[src/hw/rtl/dfs_pkg.sv]
`timescale 1ns / 1ps
// ----------------------------------------------------------------------------
// dfs_pkg
// Shared types and constants for the deduplicating key FIFO.
// ----------------------------------------------------------------------------
package dfs_pkg;

	localparam int KEY_W        = 32;
	localparam int CNT_W        = 7;
	localparam int QUEUE_DEPTH_D = 64;
	localparam int SEEN_DEPTH_D  = 256;

	typedef enum logic [2:0] {
		OP_PUSH    = 3'd0,
		OP_FPUSH   = 3'd1,
		OP_POP     = 3'd2,
		OP_POPF    = 3'd3,
		OP_QUERY   = 3'd4,
		OP_CLEAR   = 3'd5,
		OP_POPMANY = 3'd6,
		OP_NONE    = 3'd7
	} op_t;

	typedef enum logic [2:0] {
		ST_OK    = 3'd0,
		ST_DUP   = 3'd1,
		ST_QFULL = 3'd2,
		ST_SFULL = 3'd3,
		ST_EMPTY = 3'd4
	} status_t;

	typedef enum logic [2:0] {
		S_IDLE, S_DECODE, S_SCAN, S_WAIT, S_LOAD, S_EMIT
	} state_t;

	typedef struct packed {
		logic    cap;
		logic    scan_start;
		logic    enq;
		logic    deq;
		logic    clear;
		logic    mark;
		logic    unmark;
		logic    emit;
		status_t st;
		logic    found;
		logic    item;
		logic    last;
	} cmd_t;

	typedef struct packed {
		logic busy;
		op_t  op;
		logic q_empty;
		logic q_full;
		logic max_zero;
		logic scan_fin;
		logic hit;
		logic set_full;
		logic left_zero;
		logic out_free;
	} sts_t;

endpackage

[src/hw/rtl/dfs_ctrl.sv]
`timescale 1ns / 1ps
// ----------------------------------------------------------------------------
// dfs_ctrl
// Sequencer: decodes each word and steps the datapath through it.
// ----------------------------------------------------------------------------
module dfs_ctrl import dfs_pkg::*; (
	input  logic clk,
	input  logic arst_n,
	input  logic in_valid,
	output logic in_stall,
	input  sts_t sts,
	output cmd_t cmd
);

	state_t  state_q, state_d;
	status_t st_q, st_d;
	logic    found_q, found_d;
	logic    item_q, item_d;

	always_ff @(posedge clk or negedge arst_n) begin
		if (!arst_n) begin
			state_q <= S_IDLE;
			st_q    <= ST_OK;
			found_q <= 1'b0;
			item_q  <= 1'b0;
		end else begin
			state_q <= state_d;
			st_q    <= st_d;
			found_q <= found_d;
			item_q  <= item_d;
		end
	end

	always_comb begin
		state_d  = state_q;
		st_d     = st_q;
		found_d  = found_q;
		item_d   = item_q;
		cmd      = '0;
		cmd.st   = st_q;
		cmd.found = found_q;
		cmd.item = item_q;
		cmd.last = !(sts.op == OP_POPMANY && item_q) || sts.left_zero;
		in_stall = sts.busy || (state_q != S_IDLE);
		case (state_q)
			S_IDLE: begin
				if (in_valid && !sts.busy) begin
					cmd.cap = 1'b1;
					st_d    = ST_OK;
					found_d = 1'b0;
					item_d  = 1'b0;
					state_d = S_DECODE;
				end
			end
			S_DECODE: begin
				case (sts.op)
					OP_PUSH, OP_FPUSH, OP_QUERY: begin
						cmd.scan_start = 1'b1;
						state_d = S_SCAN;
					end
					OP_POP, OP_POPF: begin
						if (sts.q_empty) begin
							st_d = ST_EMPTY;
							state_d = S_EMIT;
						end else begin
							state_d = S_WAIT;
						end
					end
					OP_POPMANY: begin
						if (sts.q_empty) begin
							st_d = ST_EMPTY;
							state_d = S_EMIT;
						end else if (sts.max_zero) begin
							state_d = S_EMIT;
						end else begin
							state_d = S_WAIT;
						end
					end
					OP_CLEAR: begin
						cmd.clear = 1'b1;
						state_d = S_EMIT;
					end
					default: state_d = S_EMIT;
				endcase
			end
			S_SCAN: begin
				if (sts.scan_fin) begin
					state_d = S_EMIT;
					case (sts.op)
						OP_PUSH: begin
							if (sts.hit) st_d = ST_DUP;
							else if (sts.q_full) st_d = ST_QFULL;
							else if (sts.set_full) st_d = ST_SFULL;
							else begin
								cmd.mark = 1'b1;
								cmd.enq  = 1'b1;
							end
						end
						OP_FPUSH: begin
							if (sts.q_full) st_d = ST_QFULL;
							else if (!sts.hit && sts.set_full) st_d = ST_SFULL;
							else begin
								cmd.mark = !sts.hit;
								cmd.enq  = 1'b1;
							end
						end
						OP_QUERY: found_d = sts.hit;
						OP_POPF: cmd.unmark = sts.hit;
						default: ;
					endcase
				end
			end
			S_WAIT: state_d = S_LOAD;
			S_LOAD: begin
				cmd.deq = 1'b1;
				item_d  = 1'b1;
				if (sts.op == OP_POPF) begin
					cmd.scan_start = 1'b1;
					state_d = S_SCAN;
				end else begin
					state_d = S_EMIT;
				end
			end
			S_EMIT: begin
				if (sts.out_free) begin
					cmd.emit = 1'b1;
					if (sts.op == OP_POPMANY && item_q && !sts.left_zero)
						state_d = S_WAIT;
					else
						state_d = S_IDLE;
				end
			end
			default: state_d = S_IDLE;
		endcase
	end

endmodule

[config.mk]
export PLATFORM = sky130hd
export DESIGN_NAME = dfs_ctrl
export DESIGN_NICKNAME = d
export VERILOG_FILES = /design/src/hw/rtl/dfs_pkg.sv /design/src/hw/rtl/dfs_ctrl.sv
export SDC_FILE = /design/constraint.sdc
export NUM_CORES = 1
export LEC_CHECK = 0
export BUFFER_PORTS_ARGS = -buffer_cell sky130_fd_sc_hd__buf_2
export CAP_MARGIN = 20
export CORE_UTILIZATION = 39
export DETAILED_ROUTE_END_ITERATION = 7
export PLACE_DENSITY = 0.69
export SYNTH_ARGS = -nofsm -noshare
export SYNTH_HDL_FRONTEND = slang
export SYNTH_SLANG_ARGS = --single-unit
[constraint.sdc]
create_clock -name clk -period 2.5 [get_ports clk]
set_clock_uncertainty 0.15 [all_clocks]
set_input_delay 0.375 -clock clk [delete_from_list [all_inputs] [get_ports clk]]
set_output_delay 0.375 -clock clk [all_outputs]
set_load 0.01 [all_outputs]
==> impl_results.md <==
* Psw at 0.341 mW
* Vias in the first global route at 671
* Worst slack, placed at 0.596 ns
* Critical path arrival at 1.48 ns
* DR vias/cell at 5.81
* Congestion Overflow GR at 0
* Clock Tree Buf Depth at 2
* Critical path fanouts, max at 15
* Final setup vio count at 0
* VDD IR max at 0.000490 V
* Residual DRC count at 2
* CTS tree: done
* GPL Wtd Cong at 0.768
* Wire per inst at 13.2 um
* DPL Wire Length at 1330 um
* Prevailing post-synth register cell: dfrtp_1
* Die height at 43.7 um
* Die X-Extent at 43.7 um
* CTS Root Cell: clkbuf_4
* Sw frac at 45.4%
* Post-synth EDFFs at 0
* Via count at 750
* Antenna violations before repair at 0
* Relative slew slack at 69.4%
* CP Capture Type: primary output
* # fillers at 161
* Hold_sp: sts[7]
* Register area share after synthesis at 29.5%
* Worst Tran Pin Value at 0.459 ns
* DP Cell Count at 125
* Register share of total power at 34.8%
* Startpoint Class: flip-flop
* Sum Neg Setup Slack at 0 ns
* Synth-to-layout area growth at 24.5%
* Final Net Count at 130
* Layout cell share with drive strength beyond 1 at 31.0%
* Clock sink total at 8
* Synth top area cells: dfrtp_1 (30%), nand2_1 (4.4%), nand3b_1 (4.4%)
* Cell internal pwr at 0.409 mW
* Final Instance Count excl. Fillers at 129
* Synth cell types at 34
* Max Cap Viol at 0
* Clock share of power at 12.3%
* First-pass GRT wire length at 2940 um
* Fin. Hold Viols at 0
* Net Count, Synth at 101
* CTS Buf Count at 3
* Period utilisation layout at 80.2%
* Worst path required time at 1.98 ns
* Clock slew at reported path FFs at 0.05 ns
* Synth top cells by count: dfrtp_1 (8), nand2_1 (8), nor2_1 (6), nand3_1 (5), o21ai_0 (5)
* Post-synth ARST share at 100%
* Classification of the worst setup path: reg -> out
* Row cnt at 14
* Peak Freq at 499 MHz
* Leak Pwr at 0.414 nW
* Worst hold path type: in -> reg
* RSZ-0062 raised after global routing: false
* Worst R2R Start: state_q[1]
* Synth area leader: dfrtp_1
* Pwr dens at 887 mW/mm^2
* Comb power frac at 53.0%
* H-tree depth at 1
* Core area at 0.00156 mm^2
* Synth Register Bits at 8
* I/O pins at 30
* Remaining antenna violation count at 0
* Synth top area share at 29.5%
* Die area at 0.00191 mm^2
* Fin. max-slew vios at 0
* CP startpoint: state_q[2]
* Largest net degree at the start of global routing at 17
* Global Route Usage Sum at 20.7%
* Violated checks: DRC
* Diodes inserted at 0
* Post-Route WL at 1700 um
* Setup slack after layout at 0.496 ns
* Status: finished with violations
* Iter 0 DRT Violations at 21
* Mapped Area at 678 um^2
* IO buf count at 29
* First drt pass iteration count at 6
* YS warnings at 0
* Initial Util at 43.5%
* Worst skew pair latency at 0.24 ns
* Syn_area_per_cell at 7.89 um^2
* Post-Syn Instances at 86
* Crit path time final at 2.00 ns
==> power groups by stage <==
| stage | Clock [mW] | Combinational (mW) | Sequential [mW] |
|---|---|---|---|
| detailed placement | 0 | 0.395 | 0.260 |
| finish | 0.0919 | 0.397 | 0.260 |
| global placement | 0 | 0.396 | 0.257 |
| global route | 0.110 | 0.436 | 0.270 |
| floorplan | 0 | 0.330 | 0.220 |
| CTS | 0.0973 | 0.397 | 0.257 |
==> flip-flops by register name, indices dropped and copies added (netlist names) <==
signal	flops
found_q	1
item_q	1
st_q	3
state_q	3
==> worst paths after layout <==
kind,cells after the start,end,slack (ns)
max,2,cmd[10],0.50
min,3,st_q[2],0.28
max reg2reg,4,st_q[0],0.66
min reg2reg,1,st_q[1],0.36
max in group asynchronous,2,state_q[2],1.70
min in group asynchronous,2,st_q[0],0.34
==> logic make-up after synthesis <==
family                 share of synthesized area [%]
and+or+nand+nor                                 39.3
DFF                                             29.5
buffers and inverters                           6.83
AOI/OAI and AO/OA                               24.4
==> final cells by class <==
type / instances / area [um^2] / area share (%)
multi-input combinational: 69 / 432 / 51.1
sequential: 8 / 200 / 23.7
timing repair buffer: 31 / 163 / 19.3
clock buffer: 3 / 22.5 / 2.67
tap: 16 / 20.0 / 2.37
inverter: 2 / 7.51 / 0.889
==> repair_timing <==
item / in CTS / in global routing
endpoints found under the hold margin: 8 / 0
gates resized for setup: 0 / 0
hold buffers: 1 / 0
buffers inserted: 0 / 0
endpoints found under the setup margin: 0 / 0
==> per-layer routing <==
metal | part of all wire (%) | track usage, % | wire (um)
met1 | 47 | 28.8 | 794
met2 | 49 | 30.7 | 831
met3 | 3.7 | 2.92 | 63
met4 | 0.53 | 11.3 | 9
met5 | 0 | 0 | 0
==> placed cells by master (no fill, tap or decap), types with 2 or more instances in the layout <==
master and n:
a21o_1 3, a21oi_1 3, a22o_1 2, and2_1 2, buf_2 29, clkbuf_4 3, dfrtp_1 8, inv_1 2
nand2_1 8, nand2b_1 4, nand3_1 5, nand3b_1 4, nor2_1 6, nor2b_1 3, nor3_1 3, nor3b_1 2
nor4_1 2, o21ai_0 5, o41ai_1 3
==> through the flow <==
stage,instance area [um^2],power (mW),utilization (%),hold slack (ns)
2_1_floorplan,678,0.550,-,-0.0706
3_3_place_gp,812,0.652,52.1,0.0719
3_5_place_dp,812,0.654,52.1,0.0695
4_1_cts,845,0.752,54.2,0.279
5_1_grt,845,0.816,54.2,0.305
6_report,845,0.750,54.2,0.283
==> worst max-delay path: stages, from the launching register on <==
cell     delay (ns)
dfrtp_1        0.61
nor3b_1        0.42
buf_2          0.21
(Power assumes the default switching activity.)
